<file path="config.mk">
export PLATFORM = sky130hd
export DESIGN_NAME = i2c_master_bit_sequencer
export DESIGN_NICKNAME = d
export VERILOG_FILES = /design/src/hw/rtl/i2c_seq_pkg.sv /design/src/hw/rtl/i2c_master_bit_sequencer.sv
export SDC_FILE = /design/constraint.sdc
export NUM_CORES = 1
export LEC_CHECK = 0
export BUFFER_PORTS_ARGS = -buffer_cell sky130_fd_sc_hd__buf_2
export CAP_MARGIN = 10
export CORE_UTILIZATION = 30
export DETAILED_ROUTE_END_ITERATION = 16
export PLACE_DENSITY = 0.58
export SLEW_MARGIN = 30
export SYNTH_ARGS = -nofsm -noshare
export SYNTH_HDL_FRONTEND = slang
export SYNTH_SLANG_ARGS = --single-unit
</file>
<file path="constraint.sdc">
create_clock -name i_clk -period 6.1 [get_ports i_clk]
set_clock_uncertainty 0.1 [all_clocks]
set_input_delay 0 -clock i_clk [delete_from_list [all_inputs] [get_ports i_clk]]
set_output_delay 0 -clock i_clk [all_outputs]
set_load 0.02 [all_outputs]
</file>
<file path="src/hw/rtl/i2c_seq_pkg.sv">
// ----------------------------------------------------------------------------
// i2c_seq_pkg
// Shared types and constants for the I2C master bit sequencer.
// ----------------------------------------------------------------------------
package i2c_seq_pkg;

    // Command codes; code 7 is unused and treated like none.
    typedef enum logic [2:0] {
        OP_NONE   = 3'd0,
        OP_START  = 3'd1,
        OP_RSTART = 3'd2,
        OP_STOP   = 3'd3,
        OP_WRITE  = 3'd4,
        OP_ADDR   = 3'd5,
        OP_READ   = 3'd6
    } t_op;

    localparam int unsigned STEP_W = 5;

    // Last step of each sequence
    localparam logic [STEP_W-1:0] LAST_START_STEP = 5'd2;
    localparam logic [STEP_W-1:0] LAST_RS_STEP    = 5'd3;  // repeated start and stop
    localparam logic [STEP_W-1:0] BIT_STEPS       = 5'd24; // 8 bits x 3 steps
    localparam logic [STEP_W-1:0] ACK_SCL_LO_STEP = 5'd24;
    localparam logic [STEP_W-1:0] ACK_SDA_STEP    = 5'd25;
    localparam logic [STEP_W-1:0] ACK_SCL_HI_STEP = 5'd26;
    localparam logic [STEP_W-1:0] LAST_WRITE_STEP = 5'd27;
    localparam logic [STEP_W-1:0] LAST_READ_STEP  = 5'd28;

    localparam logic [1:0] PHASE_LAST = 2'd2;

    localparam int unsigned IN_W  = 24;
    localparam int unsigned OUT_W = 16;

endpackage

</file>
<file path="src/hw/rtl/i2c_master_bit_sequencer.sv">
// ----------------------------------------------------------------------------
// i2c_master_bit_sequencer
// Tick-driven I2C master: one input beat is one line step.
// ----------------------------------------------------------------------------
// Every input beat is one line step and produces exactly one output beat with
// the SCL/SDA drive levels after that step, busy/done flags, the last ACK
// sample and the last read byte. A command (start, repeated start, stop,
// write byte, address, read byte) is taken only while no sequence runs; its
// first step happens on the same beat, and later beats (with any op) advance
// it. Write and address take 28 steps, read takes 29, start 3, repeated start
// and stop 4. Throughput is one beat per clock while the output is not
// stalled: an input register feeds the step logic, and the result lands in an
// output register, so a result beat is valid once its input beat has passed
// through both registers; a stalled output beat holds the input register and
// drops tready until it leaves. The sequencer state updates when a beat moves
// from the input register to the output register.
module i2c_master_bit_sequencer
    import i2c_seq_pkg::*;
(
    input  logic             i_clk,
    input  logic             i_rst_n,
    input  logic             i_s_axis_tvalid,
    output logic             o_s_axis_tready,
    // [2:0] op, [10:3] write_data, [17:11] target_addr, [18] read_flag,
    // [19] send_nack, [20] sda_in, [23:21] zero
    input  logic [IN_W-1:0]  i_s_axis_tdata,
    output logic             o_m_axis_tvalid,
    input  logic             i_m_axis_tready,
    // [0] scl_out, [1] sda_out, [2] busy_res, [3] done_res, [4] ack_error,
    // [12:5] read_data, [15:13] zero
    output logic [OUT_W-1:0] o_m_axis_tdata
);

    // ---------------- input register ----------------
    logic             r_in_valid;
    logic [2:0]       r_in_op;
    logic [7:0]       r_in_wdata;
    logic [6:0]       r_in_addr;
    logic             r_in_rflag;
    logic             r_in_nack;
    logic             r_in_sda;

    // ---------------- output register ----------------
    logic             r_out_valid;
    logic [OUT_W-1:0] r_out_data;

    // ---------------- sequencer state ----------------
    logic              r_scl, n_scl;
    logic              r_sda, n_sda;
    t_op               r_cmd, n_cmd;
    logic [STEP_W-1:0] r_step, n_step;
    logic [1:0]        r_phase, n_phase;  // step index mod 3 during the bit loop
    logic [7:0]        r_shift, n_shift;
    logic              r_nack, n_nack;
    logic              r_ack, n_ack;
    logic [7:0]        r_rd_hold, n_rd_hold;
    logic              n_done;

    logic adv;   // input beat moves into the output register

    assign adv             = r_in_valid && (!r_out_valid || i_m_axis_tready);
    assign o_s_axis_tready = !r_in_valid || adv;
    assign o_m_axis_tvalid = r_out_valid;
    assign o_m_axis_tdata  = r_out_data;

    // Control side of the input stage
    always_ff @(posedge i_clk) begin
        if (!i_rst_n) begin
            r_in_valid <= 1'b0;
        end else if (o_s_axis_tready) begin
            r_in_valid <= i_s_axis_tvalid;
        end
    end

    // Payload side, no reset needed
    always_ff @(posedge i_clk) begin
        if (o_s_axis_tready && i_s_axis_tvalid) begin
            r_in_op    <= i_s_axis_tdata[2:0];
            r_in_wdata <= i_s_axis_tdata[10:3];
            r_in_addr  <= i_s_axis_tdata[17:11];
            r_in_rflag <= i_s_axis_tdata[18];
            r_in_nack  <= i_s_axis_tdata[19];
            r_in_sda   <= i_s_axis_tdata[20];
        end
    end

    // One line step
    always_comb begin
        n_scl     = r_scl;
        n_sda     = r_sda;
        n_cmd     = r_cmd;
        n_step    = r_step;
        n_phase   = r_phase;
        n_shift   = r_shift;
        n_nack    = r_nack;
        n_ack     = r_ack;
        n_rd_hold = r_rd_hold;
        n_done    = 1'b0;

        // Command launch only when idle; code 7 falls through as none
        if (r_cmd == OP_NONE) begin
            n_step  = '0;
            n_phase = '0;
            case (r_in_op)
                OP_START, OP_RSTART, OP_STOP: begin
                    n_cmd = t_op'(r_in_op);
                end
                OP_WRITE: begin
                    n_cmd   = OP_WRITE;
                    n_shift = r_in_wdata;
                end
                OP_ADDR: begin
                    n_cmd   = OP_ADDR;
                    n_shift = {r_in_addr, r_in_rflag};
                end
                OP_READ: begin
                    n_cmd   = OP_READ;
                    n_shift = '0;
                    n_nack  = r_in_nack;
                end
                default: begin
                    n_cmd = OP_NONE;
                end
            endcase
        end

        unique case (n_cmd)
            OP_NONE: begin
            end
            OP_START: begin
                if (n_step == 5'd0)      n_sda = 1'b1;
                else if (n_step == 5'd1) n_scl = 1'b1;
                else                     n_sda = 1'b0;
                n_done = (n_step >= LAST_START_STEP);
            end
            OP_RSTART: begin
                if (n_step == 5'd0)      n_scl = 1'b0;
                else if (n_step == 5'd1) n_sda = 1'b1;
                else if (n_step == 5'd2) n_scl = 1'b1;
                else                     n_sda = 1'b0;
                n_done = (n_step >= LAST_RS_STEP);
            end
            OP_STOP: begin
                if (n_step == 5'd0)      n_scl = 1'b0;
                else if (n_step == 5'd1) n_sda = 1'b0;
                else if (n_step == 5'd2) n_scl = 1'b1;
                else                     n_sda = 1'b1;
                n_done = (n_step >= LAST_RS_STEP);
            end
            OP_WRITE, OP_ADDR: begin
                if (n_step < BIT_STEPS) begin
                    // MSB first; byte shifts left after each SCL rise
                    case (n_phase)
                        2'd0:    n_scl = 1'b0;
                        2'd1:    n_sda = n_shift[7];
                        default: begin
                            n_scl   = 1'b1;
                            n_shift = {n_shift[6:0], 1'b0};
                        end
                    endcase
                end else if (n_step == ACK_SCL_LO_STEP) begin
                    n_scl = 1'b0;
                end else if (n_step == ACK_SDA_STEP) begin
                    n_sda = 1'b1;
                end else if (n_step == ACK_SCL_HI_STEP) begin
                    n_scl = 1'b1;
                end else begin
                    n_ack = r_in_sda;
                end
                n_done = (n_step >= LAST_WRITE_STEP);
            end
            OP_READ: begin
                if (n_step < BIT_STEPS) begin
                    case (n_phase)
                        2'd0:    n_scl = 1'b0;
                        2'd1:    n_scl = 1'b1;
                        default: n_shift = {n_shift[6:0], r_in_sda};
                    endcase
                end else if (n_step == ACK_SCL_LO_STEP) begin
                    n_scl = 1'b0;
                end else if (n_step == ACK_SDA_STEP) begin
                    n_sda = n_nack;
                end else if (n_step == ACK_SCL_HI_STEP) begin
                    n_scl = 1'b1;
                end else if (n_step == LAST_WRITE_STEP) begin
                    n_scl = 1'b0;
                end else begin
                    n_sda     = 1'b1;
                    n_rd_hold = n_shift;
                end
                n_done = (n_step >= LAST_READ_STEP);
            end
            default: begin
                n_done = 1'b1;
            end
        endcase

        // Advance or retire
        if (n_cmd != OP_NONE) begin
            if (n_done) begin
                n_cmd   = OP_NONE;
                n_step  = '0;
                n_phase = '0;
            end else begin
                n_step  = n_step + 5'd1;
                n_phase = (n_phase == PHASE_LAST) ? 2'd0 : n_phase + 2'd1;
            end
        end
    end

    // Sequencer state moves with each beat
    always_ff @(posedge i_clk) begin
        if (!i_rst_n) begin
            r_scl     <= 1'b1;
            r_sda     <= 1'b1;
            r_cmd     <= OP_NONE;
            r_step    <= '0;
            r_phase   <= '0;
            r_shift   <= '0;
            r_nack    <= 1'b0;
            r_ack     <= 1'b0;
            r_rd_hold <= '0;
        end else if (adv) begin
            r_scl     <= n_scl;
            r_sda     <= n_sda;
            r_cmd     <= n_cmd;
            r_step    <= n_step;
            r_phase   <= n_phase;
            r_shift   <= n_shift;
            r_nack    <= n_nack;
            r_ack     <= n_ack;
            r_rd_hold <= n_rd_hold;
        end
    end

    // Output register
    always_ff @(posedge i_clk) begin
        if (!i_rst_n) begin
            r_out_valid <= 1'b0;
        end else if (adv) begin
            r_out_valid <= 1'b1;
        end else if (i_m_axis_tready) begin
            r_out_valid <= 1'b0;
        end
    end

    always_ff @(posedge i_clk) begin
        if (adv) begin
            r_out_data <= {3'b000, n_rd_hold, n_ack, n_done,
                           (n_cmd != OP_NONE), n_sda, n_scl};
        end
    end

    // ---------------- assertions ----------------
    // A beat never reports done while still busy
    a_done_not_busy: assert property (@(posedge i_clk) disable iff (!i_rst_n)
        r_out_valid |-> !(r_out_data[3] && r_out_data[2]))
        else $error("done and busy set in the same beat");

    // Idle sequencer keeps its step counters cleared
    a_idle_counters: assert property (@(posedge i_clk) disable iff (!i_rst_n)
        (r_cmd == OP_NONE) |-> (r_step == '0 && r_phase == '0))
        else $error("step counters not cleared while idle");

    // Step count stays within the longest sequence
    a_step_range: assert property (@(posedge i_clk) disable iff (!i_rst_n)
        (r_step <= LAST_READ_STEP) && (r_phase <= PHASE_LAST))
        else $error("step counter out of range");

    // Without a beat moving through, the sequencer state holds
    a_state_hold: assert property (@(posedge i_clk) disable iff (!i_rst_n)
        !adv |=> ($stable(r_step) && $stable(r_cmd) && $stable(r_rd_hold)))
        else $error("sequencer state changed without a beat");

endmodule

</file>
Yosys cells after proc, flatten, opt, wreduce, memory -nomap -nowiden
Index checks and enable logic that the tools add are counted.
- $add $sub $neg: 2
- $lt $le $gt $ge: 5
- equal/unequal tests: 20
- multiplexer cells: 69
- reduce and logical (&&, ||, !) cells: 17
- operator list (operator ; count):
    $mux 8 ; 11
    $mux 1 ; 40
    $pmux 8 s3 ; 1
    $eq 5x5->1 const B ; 4
    $eq 3x3->1 const B ; 6
    $pmux 8 s2 ; 1
    $mux 5 ; 3
    $eq 3x2->1 const B ; 4
    $pmux 3 s4 ; 1
    $ge 5x2->1 const B ; 2
    $ge 5x5->1 const B ; 2
    $pmux 1 s5 ; 2
    $mux 3 ; 3
    $mux 2 ; 4
    $eq 3x1->1 const B ; 2
    $logic_not 3->1 ; 2
    $reduce_bool 3->1 ; 2
    $reduce_or 2->1 ; 3
    $add 5x1->5 const B ; 1
    $eq 5x1->1 const B ; 1
    $eq 5x2->1 const B ; 1
    $logic_not 5->1 ; 1
    $lt 5x5->1 const B ; 1
    $pmux 1 s2 ; 2
    10 further kinds ; 13
- bits in registers: 66
- input bits: 28
- output and inout port bits: 18
- word-level logic and storage cells: 131

Logic depth before layout (Yosys ltp)
Gate-level depths: netlist of the first run.
- depth after elaboration: 10
- depth in mapped cells: 13

Worst setup path after synthesis of the first run
Ideal clock, no wire load.
- path kind: flip-flop to flip-flop
- start point: register r_cmd[0]
- end point: register r_out_data[7], in the netlist o_m_axis_tdata[7] (data pin)
- setup time: 263 ps
- data arrival time: 3230 ps
- data required time: 5737 ps
- slack: 2507 ps
- cell stages (with the launch flop): 11
- path buffers: 3
- clock period less this slack: 3593 ps
- cells stage by stage: dfxtp_1 -> buf_2 -> or3_1 -> clkbuf_1 -> clkbuf_1 -> nand2_1 -> inv_1 -> ha_1 -> or4_4 -> a2111oi_4 -> mux2_2
- cells in the longest elaborated chain, start to end: 9
- elaborated cells on any way between the ends: 16
- RTL lines (what ; line ; source):
    from (decl) ; i2c_master_bit_sequencer.sv:50 ; t_op r_cmd, n_cmd;
    from (signal assigned) ; i2c_master_bit_sequencer.sv:226 ; r_cmd <= n_cmd;
    $logic_not 3->1 ; i2c_master_bit_sequencer.sv:101 ; if (r_cmd == OP_NONE) begin
    $mux 5 ; i2c_master_bit_sequencer.sv:101 ;
    $eq 5x5->1 ; i2c_master_bit_sequencer.sv:185 ; end else if (n_step == LAST_WRITE_STEP) begin
    $mux 8 ; i2c_master_bit_sequencer.sv:185 ;
    $mux 8 ; i2c_master_bit_sequencer.sv:183 ; end else if (n_step == ACK_SCL_HI_STEP) begin
    $mux 8 ; i2c_master_bit_sequencer.sv:181 ; end else if (n_step == ACK_SDA_STEP) begin
    $mux 8 ; i2c_master_bit_sequencer.sv:179 ; end else if (n_step == ACK_SCL_LO_STEP) begin
    $mux 8 ; i2c_master_bit_sequencer.sv:173 ; if (n_step < BIT_STEPS) begin
    $mux 8 * ; i2c_master_bit_sequencer.sv:127 ; unique case (n_cmd)
    named net n_rd_hold[2] ; i2c_master_bit_sequencer.sv:56 ; logic [7:0] r_rd_hold, n_rd_hold;
    to (signal assigned) ; i2c_master_bit_sequencer.sv:249 ; r_out_data <= {3'b000, n_rd_hold, n_ack, n_done,
    to (decl) ; i2c_master_bit_sequencer.sv:45 ; logic [OUT_W-1:0] r_out_data;
The timed path passes the listed nets; every way through them passes the cells marked *.
A chain may end at the register's enable or synchronous reset.

Final worst setup path of the first run
- start point: register r_cmd[0]
- end point: register r_out_data[5], in the netlist o_m_axis_tdata[5] (data pin)
Same word-level chain as after synthesis.

==> results of run 1 <==
-- how the worst min path moves through the flow --
stage	from	end	slack, ps	cells past startpoint
after global routing	i_rst_n	r_shift[7]	10	2
after global placement	i_s_axis_tdata[5]	r_in_wdata[2]	80	1
final	i_rst_n	r_shift[7]	10	2
after detailed placement	i_s_axis_tdata[7]	r_in_wdata[4]	80	1
after CTS	i_rst_n	r_shift[7]	7	2
after floorplan	i_s_axis_tdata[11]	r_in_addr[0]	-1	0
-- final cells by class --
type	instances	area [sq um]
clock buffers	10	229
clock inverters	6	90.1
fillers	1095	6720
inverters	9	33.8
multi-input cells	251	1650
flip-flops and latches	66	1660
well taps	140	175
repair buffers	67	469
-- critical path: stages, from the launching register on --
cell                        delay [ps]
sky130_fd_sc_hd__dfxtp_1           490
sky130_fd_sc_hd__or3_1             760
sky130_fd_sc_hd__nand2_1           240
sky130_fd_sc_hd__inv_1              90
sky130_fd_sc_hd__ha_1              300
sky130_fd_sc_hd__or4_4             590
sky130_fd_sc_hd__a2111oi_4         770
sky130_fd_sc_hd__mux2_2            430
-- cell usage after synthesis (4+ instances only) --
cell type                   instances
sky130_fd_sc_hd__ha_1               4
sky130_fd_sc_hd__nor3b_1            4
sky130_fd_sc_hd__and2_1             5
sky130_fd_sc_hd__nor3_1             8
sky130_fd_sc_hd__buf_4              4
sky130_fd_sc_hd__nand2b_1           6
sky130_fd_sc_hd__edfxtp_1          34
sky130_fd_sc_hd__mux2_2             6
sky130_fd_sc_hd__dfxtp_1           32
sky130_fd_sc_hd__a211oi_1           4
sky130_fd_sc_hd__a31oi_1            5
sky130_fd_sc_hd__clkbuf_1          21
sky130_fd_sc_hd__nand3_1           12
sky130_fd_sc_hd__or4_1             10
sky130_fd_sc_hd__o211ai_1           7
sky130_fd_sc_hd__o21ai_0           22
sky130_fd_sc_hd__a21oi_1           18
sky130_fd_sc_hd__nor2_1            18
sky130_fd_sc_hd__o2bb2ai_1          9
sky130_fd_sc_hd__nand2_1           37
sky130_fd_sc_hd__nor2b_1            4
sky130_fd_sc_hd__o31ai_1            4
sky130_fd_sc_hd__inv_1              7
sky130_fd_sc_hd__mux2i_1           10
-- logic make-up after synthesis --
group,count (synthesis),share of synthesized area
fa+ha+maj,4,0.0144
simple gates,122,0.183
flops,66,0.479
buf+inv,38,0.0465
mux,19,0.0613
other cells,1,0.00108
compound gates,103,0.215
-- cell usage in the layout (no fill, tap or decap), types with 4 or more instances in the layout --
cell type / count
sky130_fd_sc_hd__buf_2: 39
sky130_fd_sc_hd__a31oi_1: 5
sky130_fd_sc_hd__nor2b_1: 4
sky130_fd_sc_hd__nand2_1: 37
sky130_fd_sc_hd__ha_1: 4
sky130_fd_sc_hd__mux2i_1: 10
sky130_fd_sc_hd__o211ai_1: 7
sky130_fd_sc_hd__nor3b_1: 4
sky130_fd_sc_hd__edfxtp_1: 34
sky130_fd_sc_hd__inv_1: 7
sky130_fd_sc_hd__a211oi_1: 4
sky130_fd_sc_hd__clkbuf_16: 9
sky130_fd_sc_hd__nand3_1: 12
sky130_fd_sc_hd__o2bb2ai_1: 9
sky130_fd_sc_hd__o21ai_0: 22
sky130_fd_sc_hd__nor2_1: 18
sky130_fd_sc_hd__nand2b_1: 6
sky130_fd_sc_hd__dlygate4sd3_1: 24
sky130_fd_sc_hd__or4_1: 10
sky130_fd_sc_hd__and2_1: 5
sky130_fd_sc_hd__mux2_2: 6
sky130_fd_sc_hd__nor3_1: 8
sky130_fd_sc_hd__o31ai_1: 4
sky130_fd_sc_hd__a21oi_1: 18
sky130_fd_sc_hd__dfxtp_1: 32
-- metrics by stage --
step                      hold WS [ps]   util
after detailed placement          78.1  0.339
after CTS                         7.48  0.390
after floorplan                  -1.13      -
final                             11.1  0.391
after global placement            76.9  0.339
after global routing              9.95  0.391
-- power by group through the flow --
stage               sequential (uW)  combinational (uW)  clock (uW)
floorplan                       507                69.7           0
global placement                510                98.7           0
detailed placement              510                99.5           0
CTS                             501                 112         564
global route                    504                 124         586
finish                          501                 113         558
-- routing by layer --
metal,up-vias,part of all wire
met2,96,0.45
met1,1374,0.47
met3,16,0.053
met5,-,0
li1,1435,-
met4,0,0.023
-- timing repair --
item | CTS | global route
hold buffers | 24 | 0
setup endpoints to repair | 0 | 0
hold endpoints to repair | 23 | 0
buffers inserted | 0 | 0
-- registers in the layout, summed over array words and instances, names as in the netlist, 2 cells and up --
name / flops
r_in_addr: 7
r_rd_hold: 8
r_shift: 8
r_phase: 2
r_in_op: 3
o_m_axis_tdata: 13
r_cmd: 3
r_in_wdata: 8
r_step: 5
==> key figures, run 1 <==
Run status
  – Outcome: finished clean

Die
  – Site row count: 38
  – Die H: ~110 um
  – IO Count: 46
  – Effective utilization at floorplan: 0.314
  – Die Width: between 100 and 150 um
  – Area of the die: roughly 12000 sq um
  – Area of the core: between 10000 and 15000 sq um

Pwr
  – Cell area power density: 272 nW/um^2
  – Leakage power: about 0.0016 uW
  – Switching fraction of total power: 0.240
  – Switching pwr: roughly 280 uW
  – Logic gate share of total power: 0.096
  – Total power draw: about 1200 uW
  – Total internal power: roughly 890 uW
  – Worst voltage drop across the vdd grid: around 0.18 mV
  – Part of the total power dissipated in sequential elements: 0.427
  – Clock share of power: 0.476

Timing
  – Final total negative setup slack: 0 ps
  – Count of endpoints failing hold in the final timing report: 0
  – Final Max Tran Viols: 0
  – Share of the clock period used by the worst path after layout: 0.662
  – Worst-case setup margin in the final layout: 2060 ps
  – Final setup violation count: 0
  – Maximum achievable frequency: about 250 MHz
  – Minimum period implied by the final worst setup slack: between 4000 and 5000 ps
  – Worst-Margin Slew: approximately 780 ps
  – Relative slew slack: 0.470
  – Setup repair after global routing missed its margin: false

Global route
  – Largest net degree at the start of global routing: 37
  – Number of antenna violations at the first check in global routing: 0
  – First-pass GRT wire length: roughly 14000 um
  – Met2 routing resource usage after global routing: 0.230
  – Total global routing track utilization: 0.152
  – Via count of the first global-routing pass: 2700
  – Met3 routing resource usage after global routing: 0.0285
  – Final global-route overflow total: 0
  – Met1 usage in global routing: 0.208
  – Layer with the highest usage: met2

Placement
  – Cell count after placement: around 510
  – Placer Congestion: 0.874
  – Worst setup slack before clock tree synthesis: around 2100 ps
  – IO buf count: 39
  – Half-perimeter wire length after placement: 5470 um
  – Placed cell areas: ~3700 sq um

Clock network
  – Worst-Skew Late Latency: ~330 ps
  – H-Tree Depth: 3
  – Cts repair resizes: 0
  – Buffer levels on the longest clock path: 2
  – Clock root cell: sky130_fd_sc_hd__clkbuf_16
  – Number of clock sinks: 66
  – CTS clock-pin slew for the worst setup and hold paths: 60 ps
  – TritonCTS clock tree: built
  – TritonCTS Buffers: 9

Drt
  – Iteration-0 DRC Markers: 254
  – First-pass iteration count of the detailed router: 5
  – Total vias in the final route: ~2900
  – Wire length per cell after detailed routing: approximately 15 um
  – Count of antenna-violating nets left after detailed routing: 0
  – Via/cell ratio: around 5.3
  – Total Routed Length: 8370 um
  – Detailed-route DRC error count: 0

Synth
  – Flip-flop and latch count after synthesis: 66
  – Number of library cell types mapped by synthesis: ~60
  – Most common flop cell mapped by yosys: sky130_fd_sc_hd__edfxtp_1
  – Per-instance average area after synthesis: ~10 sq um
  – Synth top area cells: sky130_fd_sc_hd__edfxtp_1 29%, sky130_fd_sc_hd__dfxtp_1 18%, sky130_fd_sc_hd__nand2_1 4.0%
  – Post-synthesis async set-or-reset flop share: 0
  – Area fraction of the dominant cell type after synthesis: 0.294
  – Post-synthesis cell area: around 3500 sq um
  – Post-synthesis sequential area ratio: 0.479
  – Instance count of the mapped netlist: 353
  – Number of synthesized flops with an enable pin: 34
  – Biggest area consumer among synthesized cells: sky130_fd_sc_hd__edfxtp_1
  – Number of warning messages in the yosys log: 0

Layout
  – Final standard cell area without fillers: approximately 4300 sq um
  – Diodes inserted: 0
  – Non-filler instance count after layout: approximately 550
  – Total number of nets in the final design: about 440
  – Post-synthesis to final-layout area growth: 24.3%
  – Fraction of final layout cells sized beyond drive strength 1: 0.186

Setup path
  – Crit Path Class: reg -> reg
  – CP Launch Type: register
  – Worst setup EP type: register
  – End of the worst register-to-register path: o_m_axis_tdata[5]
  – Worst Setup EP: o_m_axis_tdata[5]
  – Largest driver fanout on the critical path: 24
  – Required time reported for the critical path endpoint: 6070 ps
  – Worst Reg2Reg Path Length in Cells: 7
  – FF-to-FF Start: r_cmd[0]
  – Arrival @ worst endpoint: 4010 ps
  – Setup slack on the worst flop-to-flop path: approximately 2100 ps
  – Worst Setup SP: r_cmd[0]

Min path
  – Path category of the worst min-delay check: in -> reg

Flow run
  – Max-cap check violation count: 0
Power figures use the tool's default switching activity.
==> run 2: changes to the inputs <==
--- a/config.mk
+++ b/config.mk
@@ -9,7 +9,7 @@
 export CAP_MARGIN = 10
 export CORE_UTILIZATION = 30
 export DETAILED_ROUTE_END_ITERATION = 16
-export PLACE_DENSITY = 0.58
+export PLACE_DENSITY = 0.6
 export SLEW_MARGIN = 30
 export SYNTH_ARGS = -nofsm -noshare
 export SYNTH_HDL_FRONTEND = slang
==> constraint.sdc (replaced) <==
create_clock -name i_clk -period 3.29 [get_ports i_clk]
set_clock_uncertainty 0.1 [all_clocks]
set_input_delay 0 -clock i_clk [delete_from_list [all_inputs] [get_ports i_clk]]
set_output_delay 0 -clock i_clk [all_outputs]
set_load 0.02 [all_outputs]
==> run 2 against run 1 <==
Against the previous run: clock power up 81%; register-to-register slack worse by 1700 ps; count of clock-buffer cells in the layout rose by 1; routed wire length up 1.8%; worst hold slack better by 11 ps; flip-flop and latch count is the same; maximum frequency grew 38%; global-route usage shrank 0.051 points; combinational power grew 100%; non-clock buffer count rose by 4.
==> key figures, run 2 (synthesis results as in run 1) <==
Layout
  – Total number of nets in the final design: 440 (+0.92%)
  – Diodes inserted: 0 (unchanged)
  – Fraction of final layout cells sized beyond drive strength 1: 0.215 (+0.0297)
  – Commonest cells after routing, fill and taps aside: 39 x sky130_fd_sc_hd__buf_2, 35 x sky130_fd_sc_hd__nand2_1, 34 x sky130_fd_sc_hd__edfxtp_1, 32 x sky130_fd_sc_hd__dfxtp_1, 24 x sky130_fd_sc_hd__dlygate4sd3_1
  – Largest register FFs: 13 (unchanged)
  – Commonest non-fill, non-tap cell in the layout: sky130_fd_sc_hd__buf_2
  – Post-synthesis to final-layout area growth: 27.5%
  – Non-filler instance count after layout: 553 (+0.73%)
  – Utilization after layout: 0.401 (+0.00998)

Clock network
  – TritonCTS Buffers: 9 (unchanged)
  – H-Tree Depth: 3 (unchanged)
  – TritonCTS clock tree: built
  – Buffer levels on the longest clock path: 2 (unchanged)
  – Clock root cell: sky130_fd_sc_hd__clkbuf_16
  – Worst-Skew Late Latency: 330 ps (about the same)
  – CTS clock-pin slew for the worst setup and hold paths: 50 ps (about the same)
  – Number of clock sinks: 66 (unchanged)
  – Number of buffers inserted to repair setup after CTS: 0 (unchanged)

Pwr
  – Total power draw: 2160 uW (+84%)
  – Logic gate share of total power: 0.106 (+0.010)
  – Clock share of power: 0.467 (-0.009)
  – Total internal power: 1650 uW (+86%)
  – Switching pwr: 507 uW (+80%)
  – Worst voltage drop across the vdd grid: 0.266 mV (+48%)
  – Leakage power: 0.00165 uW (+1.9%)
  – Part of the total power dissipated in sequential elements: 0.427 (about the same)
  – Switching fraction of total power: 0.235 (-0.00542)
  – Cell area power density: 489 nW/um^2 (+80%)

Timing
  – Maximum achievable frequency: 341 MHz (+38%)
  – Worst-Margin Slew: 758 ps (-24.7 ps)
  – Setup repair after global routing missed its margin: false
  – Count of endpoints failing hold in the final timing report: 0 (unchanged)
  – Final setup violation count: 0 (unchanged)
  – Worst-case setup margin in the final layout: 355 ps (-1710 ps)
  – Final Max Tran Viols: 0 (unchanged)
  – Minimum period implied by the final worst setup slack: 2940 ps (-1100 ps)
  – Relative slew slack: 0.489 (+0.0194)
  – Share of the clock period used by the worst path after layout: 0.892 (+0.230)
  – Hold Worst Slack: 21.8 ps (+10.7 ps)

Placement
  – Worst setup slack before clock tree synthesis: 365 ps (-1720 ps)
  – Placer Congestion: 0.896 (+2.5%)
  – Cell count after placement: 513 (+0.98%)
  – IO buf count: 39 (unchanged)
  – Half-perimeter wire length after placement: 5640 um (+3.1%)

Global route
  – Total global routing track utilization: 0.151 (-0.000506)
  – First-pass GRT wire length: 13700 um (-0.90%)
  – Final global-route overflow total: 0 (unchanged)
  – Number of antenna violations at the first check in global routing: 0 (unchanged)
  – Via count of the first global-routing pass: 2756 (+2.1%)
  – Largest net degree at the start of global routing: 37 (unchanged)

Min path
  – Path category of the worst min-delay check: in -> reg
  – Hold Crit Endpoint: r_shift[7]
  – Launch instance of the worst min-delay path: i_rst_n
  – Number of cells on the worst hold path: 2 (unchanged)

Setup path
  – Arrival @ worst endpoint: 2910 ps (-1100 ps)
  – Required time reported for the critical path endpoint: 3270 ps (-2800 ps)
  – Crit Path Class: reg -> reg
  – Largest driver fanout on the critical path: 8 (-67%)
  – Worst setup EP type: register
  – Worst Reg2Reg Path Length in Cells: 8 (+1)
  – CP Launch Type: register
  – Setup slack on the worst flop-to-flop path: 350 ps (-1710 ps)
  – End of the worst register-to-register path: o_m_axis_tdata[11]
  – FF-to-FF Start: r_cmd[2]

Die
  – IO Count: 46 (unchanged)
  – Effective utilization at floorplan: 0.314 (unchanged)
  – Area of the die: 12000 sq um (unchanged)
  – Die Width: 110 um (unchanged)
  – Area of the core: 11000 sq um (unchanged)
  – Site row count: 38 (unchanged)
  – Die H: 110 um (unchanged)

Drt
  – Total vias in the final route: 2939 (+0.62%)
  – Count of antenna-violating nets left after detailed routing: 0 (unchanged)
  – Wire length per cell after detailed routing: 15.4 um (+1.0%)
  – Detailed-route DRC error count: 0 (unchanged)
  – Iteration-0 DRC Markers: 207 (-19%)
  – First-pass iteration count of the detailed router: 5 (unchanged)
  – Via/cell ratio: 5.31 (-0.11%)
  – Total Routed Length: 8510 um (+1.8%)

Run status
  – Outcome: finished clean

Flow run
  – Max-cap check violation count: 0 (unchanged)
==> run 2: changes by cell type in the layout (fill, tap and decap cells not counted), sizes merged <==
cell,delta
buf,+4
clkbuf,+1
inv,-1
==> run 2: final cells by class <==
type	instances	area (sq um)
fill	1061	6610
multi-input combinational	251	1740
sequential	66	1660
timing repair buffer	71	495
clock buffer	11	233
tap	140	175
clock inverter	5	78.8
inverter	9	38.8
==> run 2: routing by layer <==
| metal | GRT usage | vias to the layer above | routed length [um] |
|---|---|---|---|
| li1 | - | 1436 | - |
| met1 | 0.202 | 1380 | 4020 |
| met2 | 0.236 | 114 | 3870 |
| met3 | 0.0279 | 9 | 495 |
| met4 | 0.0714 | 0 | 136 |
| met5 | 0 | - | 0 |
==> run 2: worst max path at each step <==
stage              from            endpoint  slack [ps]  depth (start not counted)
6_report       r_cmd[2]  o_m_axis_tdata[11]         350                          8
5_1_grt        r_cmd[2]        r_rd_hold[4]         250                          9
4_1_cts        r_cmd[2]  o_m_axis_tdata[11]         360                          8
3_5_place_dp   r_cmd[2]  o_m_axis_tdata[11]         360                          8
3_3_place_gp   r_cmd[2]   o_m_axis_tdata[9]         410                          8
2_1_floorplan  r_cmd[1]  o_m_axis_tdata[10]         -60                         11
==> run 2: power groups by stage <==
stage	registers [uW]	clock network, uW	logic, uW
after floorplan	942	0	147
final	923	1010	229
after global routing	928	1070	250
after global placement	940	0	203
after detailed placement	941	0	205
after CTS	924	1030	227
==> run 2: worst max-delay path, stage by stage, from the launching register on <==
cell	delay, ps
sky130_fd_sc_hd__dfxtp_1	310
sky130_fd_sc_hd__or3_4	440
sky130_fd_sc_hd__nand2_4	120
sky130_fd_sc_hd__inv_2	70
sky130_fd_sc_hd__ha_4	190
sky130_fd_sc_hd__or4_4	550
sky130_fd_sc_hd__a2111oi_4	310
sky130_fd_sc_hd__buf_4	260
sky130_fd_sc_hd__mux2_4	330
==> run 2: repair_timing <==
item | in CTS | in global routing
hold endpoints to repair | 23 | 0
resized for setup | 0 | 0
hold buffers | 24 | 0
==> run 2: per-stage QoR <==
stage	TNS [ps]	instance area (sq um)
final	0	4420
after global routing	0	4420
after CTS	0	4420
after detailed placement	0	3870
after global placement	0	3870
after floorplan	-921	3610
